<file path="config.mk">
export PLATFORM = sky130hd
export DESIGN_NAME = bmp_header_format_classifier_core
export DESIGN_NICKNAME = d
export VERILOG_FILES = /design/src/hdl/bhfc_pkg.sv /design/src/hdl/bmp_header_format_classifier_core.sv /design/src/hdl/bhfc_parser.sv
export SDC_FILE = /design/constraint.sdc
export NUM_CORES = 1
export LEC_CHECK = 0
export BUFFER_PORTS_ARGS = -buffer_cell sky130_fd_sc_hd__buf_2
export CAP_MARGIN = 20
export CORE_MARGIN = 4
export CORE_UTILIZATION = 50
export CTS_CLUSTER_SIZE = 16
export DETAILED_ROUTE_END_ITERATION = 6
export PLACE_DENSITY_LB_ADDON = 0.12
export SYNTH_ARGS = -nofsm -noshare
export SYNTH_HDL_FRONTEND = slang
export SYNTH_SLANG_ARGS = --single-unit
</file>
<file path="constraint.sdc">
create_clock -name clk -period 27.7 [get_ports clk]
set_input_delay 4.155 -clock clk [delete_from_list [all_inputs] [get_ports clk]]
set_output_delay 4.155 -clock clk [all_outputs]
set_load 0.01 [all_outputs]
</file>
<file path="src/hdl/bhfc_pkg.sv">
// bhfc_pkg.sv: shared types, codes and tables of the bmp header format classifier
`timescale 1ns / 1ps
package bhfc_pkg;

	localparam int POS_W = 17;
	localparam logic [POS_W-1:0] POS_MAX = '1;

	localparam logic [7:0] SIG_B = 8'd66;
	localparam logic [7:0] SIG_M = 8'd77;

	localparam logic [15:0] DEPTH_1  = 16'd1;
	localparam logic [15:0] DEPTH_4  = 16'd4;
	localparam logic [15:0] DEPTH_8  = 16'd8;
	localparam logic [15:0] DEPTH_16 = 16'd16;

	localparam logic [31:0] COMP_RGB      = 32'd0;
	localparam logic [31:0] COMP_BITFIELD = 32'd3;

	localparam logic [15:0] MIN_HDR_SIZE = 16'd20;
	localparam logic [16:0] FILE_HDR_LEN = 17'd14;

	localparam logic [2:0] FMT_GRAY256  = 3'd0;
	localparam logic [2:0] FMT_RGB332   = 3'd1;
	localparam logic [2:0] FMT_GRAY16   = 3'd2;
	localparam logic [2:0] FMT_CLUT16   = 3'd3;
	localparam logic [2:0] FMT_MONO     = 3'd4;
	localparam logic [2:0] FMT_ARGB4444 = 3'd5;
	localparam logic [2:0] FMT_RGB565LE = 3'd6;

	localparam logic [2:0] ERR_OK        = 3'd0;
	localparam logic [2:0] ERR_SIGNATURE = 3'd1;
	localparam logic [2:0] ERR_COMPRESS  = 3'd2;
	localparam logic [2:0] ERR_WIDTH     = 3'd3;
	localparam logic [2:0] ERR_PALETTE   = 3'd4;
	localparam logic [2:0] ERR_DEPTH     = 3'd5;
	localparam logic [2:0] ERR_TRUNC     = 3'd6;
	localparam logic [2:0] ERR_HDR_SIZE  = 3'd7;

	typedef struct packed {
		logic [7:0] data_byte;
		logic       start_of_file;
		logic       end_of_file;
	} item_t;

	typedef struct packed {
		logic [2:0]  pixel_format;
		logic [2:0]  error_code;
		logic [31:0] image_width;
		logic [31:0] image_height;
		logic [31:0] pixel_offset;
	} result_t;

	// little-endian argb4444 channel masks: 0x0f00, 0x00f0, 0x000f, 0xf000
	function automatic logic [7:0] mask_byte(input logic [3:0] idx);
		logic [7:0] v;
		case (idx)
			4'd1:    v = 8'h0f;
			4'd4:    v = 8'hf0;
			4'd8:    v = 8'h0f;
			4'd13:   v = 8'hf0;
			default: v = 8'h00;
		endcase
		return v;
	endfunction

endpackage

</file>
<file path="src/hdl/bmp_header_format_classifier_core.sv">
// bmp_header_format_classifier_core.sv: top level with input and result registers
`timescale 1ns / 1ps
// Classifies a BMP file streamed one byte per transaction on the item channel.
// item carries the byte plus start_of_file (restarts the parse at this byte)
// and end_of_file (last byte; an undecided header then reports truncation).
// A transaction on either channel completes at a rising edge with valid high
// and stall low.
// At most one result per file leaves on the result channel, at the byte that
// settles the decision (signature, header check at byte 33, end of palette or
// of the 16-bit channel masks, or truncation); later bytes give nothing until
// the next start_of_file.
// Throughput: one byte per cycle while the result channel is not stalled. An
// accepted byte lands in the input register, is classified as it passes on
// into the result register, and its result is valid once it is there.
// The input register drains into the result register whenever that register
// is empty or being taken, so a stalled result blocks input only once the
// input register also holds a byte.
// arst_n empties both registers and clears all parse state; parsing then
// expects a signature at the next byte.
module bmp_header_format_classifier_core (
	input  logic              clk,
	input  logic              arst_n,
	input  logic              item_valid,
	output logic              item_stall,
	input  bhfc_pkg::item_t   item,
	output logic              result_valid,
	input  logic              result_stall,
	output bhfc_pkg::result_t result
);
	import bhfc_pkg::*;

	logic      valid_s1;
	item_t     item_s1;
	logic      result_valid_q;
	result_t   result_q;
	logic      advance;
	logic      hit;
	result_t   res;

	assign advance      = valid_s1 && (!result_valid_q || !result_stall);
	assign item_stall   = valid_s1 && !advance;
	assign result_valid = result_valid_q;
	assign result       = result_q;

	bhfc_parser u_parser (
		.clk    (clk),
		.arst_n (arst_n),
		.step   (advance),
		.item   (item_s1),
		.hit    (hit),
		.res    (res)
	);

	always_ff @(posedge clk or negedge arst_n) begin
		if (!arst_n) begin
			valid_s1 <= 1'b0;
		end else if (item_valid && !item_stall) begin
			valid_s1 <= 1'b1;
		end else if (advance) begin
			valid_s1 <= 1'b0;
		end
	end

	always_ff @(posedge clk) begin
		if (item_valid && !item_stall) begin
			item_s1 <= item;
		end
	end

	always_ff @(posedge clk or negedge arst_n) begin
		if (!arst_n) begin
			result_valid_q <= 1'b0;
		end else if (advance) begin
			result_valid_q <= hit;
		end else if (!result_stall) begin
			result_valid_q <= 1'b0;
		end
	end

	always_ff @(posedge clk) begin
		if (advance && hit) begin
			result_q <= res;
		end
	end

	// an empty input register never holds off the sender
	a_no_stall_when_empty: assert property (@(posedge clk) disable iff (!arst_n)
		!valid_s1 |-> !item_stall)
		else $error("item stalled with empty input register");

	// a stalled result keeps the pending byte in the input register
	a_hold_s1_on_stall: assert property (@(posedge clk) disable iff (!arst_n)
		valid_s1 && result_valid_q && result_stall |=> valid_s1)
		else $error("input register drained while result stalled");

	// error results always report the default format code
	a_err_fmt_zero: assert property (@(posedge clk) disable iff (!arst_n)
		result_valid_q |-> (result_q.error_code == ERR_OK ||
			result_q.pixel_format == FMT_GRAY256))
		else $error("error result with nonzero pixel format");

	// height magnitude never exceeds two to the thirty-first
	a_height_range: assert property (@(posedge clk) disable iff (!arst_n)
		result_valid_q |-> result_q.image_height <= 32'h8000_0000)
		else $error("image height out of range");

endmodule

</file>
<file path="src/hdl/bhfc_parser.sv">
// bhfc_parser.sv: header field state and per-byte classification decision
`timescale 1ns / 1ps
module bhfc_parser (
	input  logic            clk,
	input  logic            arst_n,
	input  logic            step,
	input  bhfc_pkg::item_t item,
	output logic            hit,
	output bhfc_pkg::result_t res
);
	import bhfc_pkg::*;

	logic [POS_W-1:0] pos_q;
	logic [31:0]      offset_q;
	logic [15:0]      hdr_size_q;
	logic [31:0]      width_q;
	logic [31:0]      height_q;
	logic [15:0]      depth_q;
	logic [31:0]      comp_q;
	logic             gray8_q;
	logic             gray4_q;
	logic             mask_q;
	logic             decided_q;

	logic [POS_W-1:0] pos_c, pos_n;
	logic [31:0]      offset_c, offset_n;
	logic [15:0]      hdr_size_c, hdr_size_n;
	logic [31:0]      width_c, width_n;
	logic [31:0]      height_c, height_n;
	logic [15:0]      depth_c, depth_n;
	logic [31:0]      comp_c, comp_n;
	logic             gray8_c, gray8_n;
	logic             gray4_c, gray4_n;
	logic             mask_c, mask_n;
	logic             decided_c, decided_n;

	logic [7:0]       b;
	logic [31:0]      b32;
	logic [16:0]      p0;
	logic [16:0]      rel;
	logic [POS_W-1:0] lane_full;
	logic [3:0]       e4;
	logic [2:0]       fmt;
	logic [2:0]       err;

	assign b   = item.data_byte;
	assign b32 = {24'd0, b};
	assign p0  = {1'b0, hdr_size_c} + FILE_HDR_LEN;
	assign rel = pos_c - p0;
	assign e4  = rel[5:2];

	always_comb begin
		// start of file behaves as a reset of the parse
		if (item.start_of_file) begin
			pos_c      = '0;
			offset_c   = '0;
			hdr_size_c = '0;
			width_c    = '0;
			height_c   = '0;
			depth_c    = '0;
			comp_c     = '0;
			gray8_c    = 1'b1;
			gray4_c    = 1'b1;
			mask_c     = 1'b1;
			decided_c  = 1'b0;
		end else begin
			pos_c      = pos_q;
			offset_c   = offset_q;
			hdr_size_c = hdr_size_q;
			width_c    = width_q;
			height_c   = height_q;
			depth_c    = depth_q;
			comp_c     = comp_q;
			gray8_c    = gray8_q;
			gray4_c    = gray4_q;
			mask_c     = mask_q;
			decided_c  = decided_q;
		end
	end

	always_comb begin
		pos_n      = pos_c;
		offset_n   = offset_c;
		hdr_size_n = hdr_size_c;
		width_n    = width_c;
		height_n   = height_c;
		depth_n    = depth_c;
		comp_n     = comp_c;
		gray8_n    = gray8_c;
		gray4_n    = gray4_c;
		mask_n     = mask_c;
		decided_n  = decided_c;
		hit        = 1'b0;
		fmt        = FMT_GRAY256;
		err        = ERR_OK;
		lane_full  = '0;
		if (!decided_c) begin
			if (pos_c == 17'd0) begin
				if (b != SIG_B) begin
					hit = 1'b1;
					err = ERR_SIGNATURE;
				end
			end else if (pos_c == 17'd1) begin
				if (b != SIG_M) begin
					hit = 1'b1;
					err = ERR_SIGNATURE;
				end
			end else if (pos_c >= 17'd10 && pos_c <= 17'd13) begin
				lane_full = pos_c - 17'd10;
				offset_n  = offset_c | (b32 << {lane_full[1:0], 3'b000});
			end else if (pos_c >= 17'd14 && pos_c <= 17'd15) begin
				hdr_size_n = hdr_size_c | (16'(b) << {pos_c[0], 3'b000});
			end else if (pos_c >= 17'd18 && pos_c <= 17'd21) begin
				lane_full = pos_c - 17'd18;
				width_n   = width_c | (b32 << {lane_full[1:0], 3'b000});
			end else if (pos_c >= 17'd22 && pos_c <= 17'd25) begin
				lane_full = pos_c - 17'd22;
				height_n  = height_c | (b32 << {lane_full[1:0], 3'b000});
				// negative height is stored as its magnitude
				if (pos_c == 17'd25 && b[7]) begin
					height_n = (~height_n) + 32'd1;
				end
			end else if (pos_c >= 17'd28 && pos_c <= 17'd29) begin
				depth_n = depth_c | (16'(b) << {pos_c[0], 3'b000});
			end else if (pos_c >= 17'd30 && pos_c <= 17'd33) begin
				lane_full = pos_c - 17'd30;
				comp_n    = comp_c | (b32 << {lane_full[1:0], 3'b000});
				if (pos_c == 17'd33) begin
					case (depth_c)
						DEPTH_1: begin
							hit = 1'b1;
							if (comp_n != COMP_RGB) err = ERR_COMPRESS;
							else if (width_c[4:0] != 5'd0) err = ERR_WIDTH;
							else fmt = FMT_MONO;
						end
						DEPTH_16: begin
							if (comp_n != COMP_BITFIELD) begin
								hit = 1'b1;
								err = ERR_COMPRESS;
							end else if (width_c[0]) begin
								hit = 1'b1;
								err = ERR_WIDTH;
							end
						end
						DEPTH_8: begin
							if (comp_n != COMP_RGB) begin
								hit = 1'b1;
								err = ERR_COMPRESS;
							end else if (width_c[1:0] != 2'd0) begin
								hit = 1'b1;
								err = ERR_WIDTH;
							end else if (hdr_size_c < MIN_HDR_SIZE) begin
								hit = 1'b1;
								err = ERR_HDR_SIZE;
							end
						end
						DEPTH_4: begin
							if (comp_n != COMP_RGB) begin
								hit = 1'b1;
								err = ERR_COMPRESS;
							end else if (width_c[2:0] != 3'd0) begin
								hit = 1'b1;
								err = ERR_WIDTH;
							end else if (hdr_size_c < MIN_HDR_SIZE) begin
								hit = 1'b1;
								err = ERR_HDR_SIZE;
							end
						end
						default: begin
							hit = 1'b1;
							err = ERR_DEPTH;
						end
					endcase
				end
			end else if (pos_c >= 17'd34) begin
				if (depth_c == DEPTH_16) begin
					if (pos_c >= 17'd54 && pos_c <= 17'd69) begin
						lane_full = pos_c - 17'd54;
						if (b != mask_byte(lane_full[3:0])) mask_n = 1'b0;
						if (pos_c == 17'd69) begin
							hit = 1'b1;
							fmt = mask_n ? FMT_ARGB4444 : FMT_RGB565LE;
						end
					end
				end else if (depth_c == DEPTH_8 && pos_c >= p0) begin
					if (rel < 17'd1024) begin
						if (rel[1:0] != 2'd3 && b != rel[9:2]) gray8_n = 1'b0;
						if (rel == 17'd1023) begin
							hit = 1'b1;
							fmt = gray8_n ? FMT_GRAY256 : FMT_RGB332;
						end
					end
				end else if (depth_c == DEPTH_4 && pos_c >= p0) begin
					if (rel < 17'd64) begin
						if (rel[1:0] != 2'd3 && b != {e4, e4}) gray4_n = 1'b0;
						if (rel == 17'd63) begin
							hit = 1'b1;
							// non-gray palette is usable only when pixels follow it
							if (gray4_n) fmt = FMT_GRAY16;
							else if (offset_c != {15'd0, p0} + 32'd64) err = ERR_PALETTE;
							else fmt = FMT_CLUT16;
						end
					end
				end
			end
			if (pos_c != POS_MAX) pos_n = pos_c + 17'd1;
			if (!hit && item.end_of_file) begin
				hit = 1'b1;
				err = ERR_TRUNC;
			end
			if (hit) decided_n = 1'b1;
		end
	end

	always_comb begin
		res.pixel_format = fmt;
		res.error_code   = err;
		res.image_width  = width_n;
		res.image_height = height_n;
		res.pixel_offset = offset_n;
	end

	always_ff @(posedge clk or negedge arst_n) begin
		if (!arst_n) begin
			pos_q      <= '0;
			offset_q   <= '0;
			hdr_size_q <= '0;
			width_q    <= '0;
			height_q   <= '0;
			depth_q    <= '0;
			comp_q     <= '0;
			gray8_q    <= 1'b1;
			gray4_q    <= 1'b1;
			mask_q     <= 1'b1;
			decided_q  <= 1'b0;
		end else if (step) begin
			pos_q      <= pos_n;
			offset_q   <= offset_n;
			hdr_size_q <= hdr_size_n;
			width_q    <= width_n;
			height_q   <= height_n;
			depth_q    <= depth_n;
			comp_q     <= comp_n;
			gray8_q    <= gray8_n;
			gray4_q    <= gray4_n;
			mask_q     <= mask_n;
			decided_q  <= decided_n;
		end
	end

endmodule
</file>
**Yosys cells after proc, flatten, opt, wreduce, memory -nomap -nowiden**

Index checks and enable logic that the tools add are counted.

- Output and inout bits: 104
- Bits of input ports: 14
- Word-level logic and storage cells: 355
- Bits in registers: 295

- Equal/unequal tests: 24
- $add $sub $neg: 10
- Muxes and demuxes: 235
- Magnitude comparators: 19
- Shifts and indexed selects: 5
- Reductions and logical operators: 33
- Bitwise gates (word level): 7

Operators with widths:

| cell | number |
|---|---|
| two-way mux 32 bit | 31 |
| two-way mux 16 bit | 15 |
| bitwise OR 32 bit | 4 |
| left shift 8 x 5 -> 32 bit | 4 |
| two-way mux 1 bit | 126 |
| two-way mux 3 bit | 41 |
| two-way mux 8 bit | 12 |
| >= comparator 17 x 5 -> 1 bit (second input constant) | 4 |
| <= comparator 17 x 5 -> 1 bit (second input constant) | 3 |
| two-way mux 17 bit | 3 |
| == test 17 x 6 -> 1 bit (second input constant) | 2 |
| >= comparator 17 x 4 -> 1 bit (second input constant) | 2 |
| >= comparator 17 x 6 -> 1 bit (second input constant) | 2 |
| <= comparator 17 x 4 -> 1 bit (second input constant) | 2 |
| adder 32 x 1 -> 32 bit (second input constant) | 1 |
| inequality test 32 x 2 -> 1 bit (second input constant) | 1 |
| inequality test 32 bit | 1 |
| NOT 32 bit | 1 |
| bitwise OR 16 bit | 2 |
| nonzero test 32 bit | 1 |
| inequality test 8 bit | 3 |
| adder 17 x 7 -> 18 bit (second input constant) | 1 |
| adder 16 x 4 -> 17 bit (second input constant) | 1 |
| adder 17 x 1 -> 17 bit (second input constant) | 1 |
| 38 further kinds | 69 |

**Logic depth before layout (Yosys ltp)**

- Word-level depth: 43
- Gate-level depth with buffers: 24
- Depth with buffers taken out: 19

**Hierarchy**

Synthesis repeated with hierarchy kept, for this count alone.

- Cells, all modules: 1,869
- Area, all modules: 17,227.8 um^2

Modules (own cells, without submodules):

| module | times used | area an instance (um^2) | sequential area each (um^2) | cells each |
|---|---|---|---|---|
| bhfc_parser | 1 | 13,765.7 | 4,533.1 | 1,746 |
| bmp_header_format_classifier_core | 1 | 3,462.1 | 3,413.3 | 123 |

**Worst setup path before layout**

No wires, ideal clock.

- Path type: register to register
- From: register item_s1[1] (netlist bit)
- To: register result_q (netlist bit result[0]), enable pin
- Path slack: 17.483 ns
- Arrival: 9.653 ns
- Data required time: 27.136 ns
- Cell stages (with the launch flop): 24
- Clock period less this slack: 10.217 ns
- Buffers on the path: 5
- Setup time: 0.564 ns
- Path through: edfxtp_1 > buf_6 > inv_2 > buf_1 > buf_1 > clkbuf_1 > nand2_1 > ha_1 > nor2b_1 > or4b_2 > mux2i_1 > ha_1 > clkbuf_1 > a21o_1 > a21o_1 > a21o_1 > a211o_1 > a211o_1 > a32oi_1 > o311ai_1 > nor4_2 > a41oi_1 > nor2b_1 > nor2_1

- Longest elaborated chain between the ends: 25
- Elaborated cells on any way between the ends: 86
- Classes of those cells: 3 x add/sub; 19 x order compare; 9 x eq/ne; 1 x shift; 37 x mux; 1 x bitwise; 16 x reduce/logical

RTL lines:

| element | RTL line | text |
|---|---|---|
| start: declaration | bmp_header_format_classifier_core.sv:33 | `item_t item_s1;` |
| start signal: assignment | bmp_header_format_classifier_core.sv:66 | `item_s1 <= item;` |
| branches (longest 23 deep; another with adder 16 x 4 -> 17 bit) | - |  |
| two-way mux 1 bit * | bhfc_parser.sv:97 | `if (!decided_c) begin` |
| logical AND 1 bit * | bmp_header_format_classifier_core.sv:81 | `if (advance && hit) begin` |
| end signal: assignment | bmp_header_format_classifier_core.sv:82 | `result_q <= res;` |
| end: declaration | bmp_header_format_classifier_core.sv:35 | `result_t result_q;` |

Every way passes the cells marked *. The select of a mux whose other input is x is not followed.
A chain may end at the register's enable or synchronous reset.

**Worst setup path after layout**

- From: input result_stall
- To: output item_stall

- Longest elaborated chain between the ends: 5

RTL lines:

| element | RTL line | text |
|---|---|---|
| start: declaration | bmp_header_format_classifier_core.sv:27 | `input logic result_stall,` |
| zero test 1 bit | - |  |
| logical OR 1 bit | bmp_header_format_classifier_core.sv:40 | `assign advance = valid_s1 && (!result_valid_q \|\| !result_stall);` |
| logical AND 1 bit | bmp_header_format_classifier_core.sv:40 |  |
| zero test 1 bit | bmp_header_format_classifier_core.sv:41 | `assign item_stall = valid_s1 && !advance;` |
| logical AND 1 bit | bmp_header_format_classifier_core.sv:41 |  |
| end: declaration | bmp_header_format_classifier_core.sv:24 | `output logic item_stall,` |

No other way between the ends.

==> flow_summary.json <==
{
  "outcome": "finished clean",
  "holdWs_ns": 0.473,
  "dr.first_iter.drc_count": 1434,
  "post_cts_resize_count": 0,
  "hold_path_class": "reg2reg",
  "worstMarginPinSlew_ns": 1.05,
  "period_needed_ns": 8.70,
  "worstPathArrival_ns": 4.55,
  "r2r-start": "item_s1[1]",
  "routed_wl_um": 52300,
  "use_met2_pct": 42.5,
  "slew_headroom_pct": 30.1,
  "fmax_mhz": 115,
  "timing.rr.end": "result[10]",
  "drive_gt1_share_pct": 13.0,
  "period_share_pct": 31.4,
  "nFillCells": 3004,
  "cp-start-kind": "input pin",
  "pwr_density_cell_mw_per_mm2": 65.0,
  "grt_overflow_total": 0,
  "clk_latency_ns": 0.58,
  "io_pins": 118,
  "synthTopCellsByCount": "nand2_1 (227), dfrtp_1 (180), o22ai_1 (134)",
  "min_from": "u_parser.height_q[18]",
  "yosysWarningCount": 0,
  "die_y_um": 191,
  "synth_async_sr_flop_share_pct": 62.0,
  "ys_seq_area_share_pct": 47.5,
  "cts_root_buf": "clkbuf_16",
  "crit_fanout": 3,
  "grt_start_max_net_pins": 115,
  "ctsHoldBuffers": 0,
  "setup_viol": 0,
  "dieArea_mm2": 0.0365,
  "seq_power_share_pct": 42.8,
  "holdPathStages": 2,
  "synth_top_flop_cell": "dfrtp_1",
  "path_clk_slew_ns": 0.06,
  "ys_top_cells_by_area": "dfrtp_1 (27%), edfxtp_1 (20%), nand2_1 (5.1%)",
  "crit_path_end_kind": "primary output",
  "slew_viol_final": 0,
  "core_area_mm2": 0.0328,
  "synth-edff-count": 112,
  "syn_inst": 1821,
  "syn_nets": 1860,
  "path_class": "in2out",
  "cp.required_ns": 23.55,
  "start_util_pct": 51.1,
  "power.net_switching_mw": 0.397,
  "routabilityCongestion": 0.961,
  "final_core_util_pct": 56.7,
  "p_comb_share_pct": 23.4,
  "dp_hpwl_um": 35500,
  "synth_area_per_cell_um2": 9.19,
  "multi_input_area_mm2": 0.00795,
  "grt_setup_unrepaired": "false",
  "power_frac_clock_pct": 33.8,
  "grt_use_met1_pct": 41.6,
  "first_global_vias": 14300,
  "fin_tns_setup_ns": 0,
  "peakVddDrop_v": 0.0000614,
  "r2r_slack_ns": 19.99,
  "cts_tree": "yes",
  "gr-usage-met3_pct": 5.13,
  "grt_pass1_wl_um": 81800,
  "seqCellArea_mm2": 0.00795,
  "p_leak_nw": 7.53,
  "cts_buffers": 30,
  "synth_area_mm2": 0.0167,
  "drt_pre_antenna_iters": 6,
  "grt_antenna_before_repair": 0,
  "track_usage_pct": 28.2,
  "worst_r2r_path_depth": 19,
  "drcViolationCount": 0,
  "cts.sinks": 295,
  "internal_power_mw": 0.812,
  "cts_setup_buffers": 0,
  "num-nets-final": 1913,
  "diodes": 0,
  "synth_top_area_share_pct": 26.9,
  "grt_most_used_layer": "met2",
  "synth_cell_type_count": 97,
  "hold_viol_final": 0,
  "std_cell_rows": 66,
  "die_x_um": 191,
  "wl_per_cell_um": 22.4,
  "vias": 14900,
  "yosysMostFrequentCell": "nand2_1",
  "maxCapViolations": 0,
  "skew_ns": 0.0208,
  "area_growth_syn_to_layout_pct": 11.1,
  "clockBufferDepth": 3,
  "port_buffers": 117,
  "swShare_pct": 32.8,
  "ys_ff_latch": 295,
  "via_per_inst": 6.36,
  "min_delay_worst_endpoint": "u_parser.height_q[18]",
  "htree_levels": 1,
  "synth_top_cell_by_area": "dfrtp_1",
  "ant_nets": 0
}
-- routing by layer --
| metal | wire [µm] | vias up |
|---|---|---|
| met1 | 23100 | 7220 |
| met5 | 0 | - |
| li1 | - | 6809 |
| met2 | 22800 | 742 |
| met4 | 1730 | 0 |
| met3 | 4650 | 120 |
-- final cells by class --
type / instances / area share [%]
Multi-Input combinational cell: 1310 / 42.8
Clock buffer: 44 / 4.82
Inverter: 95 / 1.92
Tap cell: 442 / 2.97
Clock inverter: 12 / 0.585
Sequential cell: 295 / 42.7
Timing Repair Buffer: 142 / 4.24
-- critical path, cell delays in order --
cell and delay (ns):
buf_2 0.11, nand3_1 0.11, inv_1 0.05, buf_2 0.13
-- registers in the layout, indices dropped and copies added (netlist names), 10 cells and up --
name / flops
item_s1: 10
result: 102
u_parser.comp_q: 32
u_parser.depth_q: 16
u_parser.hdr_size_q: 16
u_parser.height_q: 32
u_parser.offset_q: 32
u_parser.pos_q: 17
u_parser.width_q: 32
-- worst max path at each step --
stage,from,endpoint,slack (ns),cells past startpoint
floorplan,item_s1[1],result[0],17.48,23
global placement,result_stall,item_stall,19.00,4
detailed placement,result_stall,item_stall,19.00,4
CTS,result_stall,item_stall,19.00,4
global route,result_stall,item_stall,18.95,4
finish,result_stall,item_stall,19.00,4
-- stage by stage --
| step | power [mW] | setup WS [ns] | instance area, µm² | std cells |
|---|---|---|---|---|
| floorplan | 0.701 | 17.48 | 16700 | 1821 |
| global placement | 0.801 | 19.00 | 17600 | 2283 |
| detailed placement | 0.804 | 19.00 | 17600 | 2283 |
| CTS | 1.21 | 19.00 | 18600 | 2339 |
| global route | 1.26 | 18.95 | 18600 | 2340 |
| finish | 1.21 | 19.00 | 18600 | 2340 |
-- layout by cell type, fill, tap and decap left out, types with 7 or more instances in the layout --
master / Yosys / final
xnor2_1: 40 / 40
mux2_2: 13 / 13
and3_1: 19 / 19
nor2b_1: 39 / 39
a21oi_1: 86 / 86
edfxtp_1: 112 / 112
o211ai_1: 8 / 8
nand3_1: 51 / 51
nand4_1: 19 / 19
nor2_1: 129 / 127
a21o_1: 15 / 15
dfrtp_1: 180 / 180
clkbuf_16: 0 / 32
nand2b_1: 11 / 11
nand2_1: 227 / 226
a211o_1: 8 / 8
a211oi_1: 8 / 8
o21a_1: 14 / 14
ha_1: 24 / 24
or3_1: 11 / 11
nand3b_1: 9 / 9
a31oi_1: 22 / 22
o22ai_1: 134 / 134
buf_2: 13 / 116
buf_4: 3 / 24
o21ai_0: 105 / 105
inv_1: 93 / 93
or2_2: 11 / 11
xor2_1: 28 / 28
clkbuf_1: 91 / 7
o31ai_1: 21 / 21
a22o_1: 28 / 28
o21ai_1: 11 / 11
nor4_1: 31 / 31
and2_1: 10 / 10
nor3_1: 45 / 45
-- power groups by stage --
| stage | Clock, mW | Combinational [mW] | Sequential (mW) |
|---|---|---|---|
| after detailed placement | 0 | 0.278 | 0.525 |
| after CTS | 0.416 | 0.279 | 0.517 |
| final | 0.408 | 0.283 | 0.518 |
| after floorplan | 0 | 0.162 | 0.539 |
| after global placement | 0 | 0.277 | 0.525 |
| after global routing | 0.434 | 0.306 | 0.521 |
-- kinds of logic (layout without fill, tap and decap cells) --
family	Yosys count	in the layout	share of synthesized area, %
adders and majority gates	25	25	1.91
AOI/OAI and AO/OA	539	539	21.0
buffers and inverters	216	293	5.14
muxes	17	17	1.11
DFF	295	295	47.5
xor gates and xnor gates	71	71	3.93
and+or+nand+nor	658	658	19.4
(Power assumes the default switching activity.)
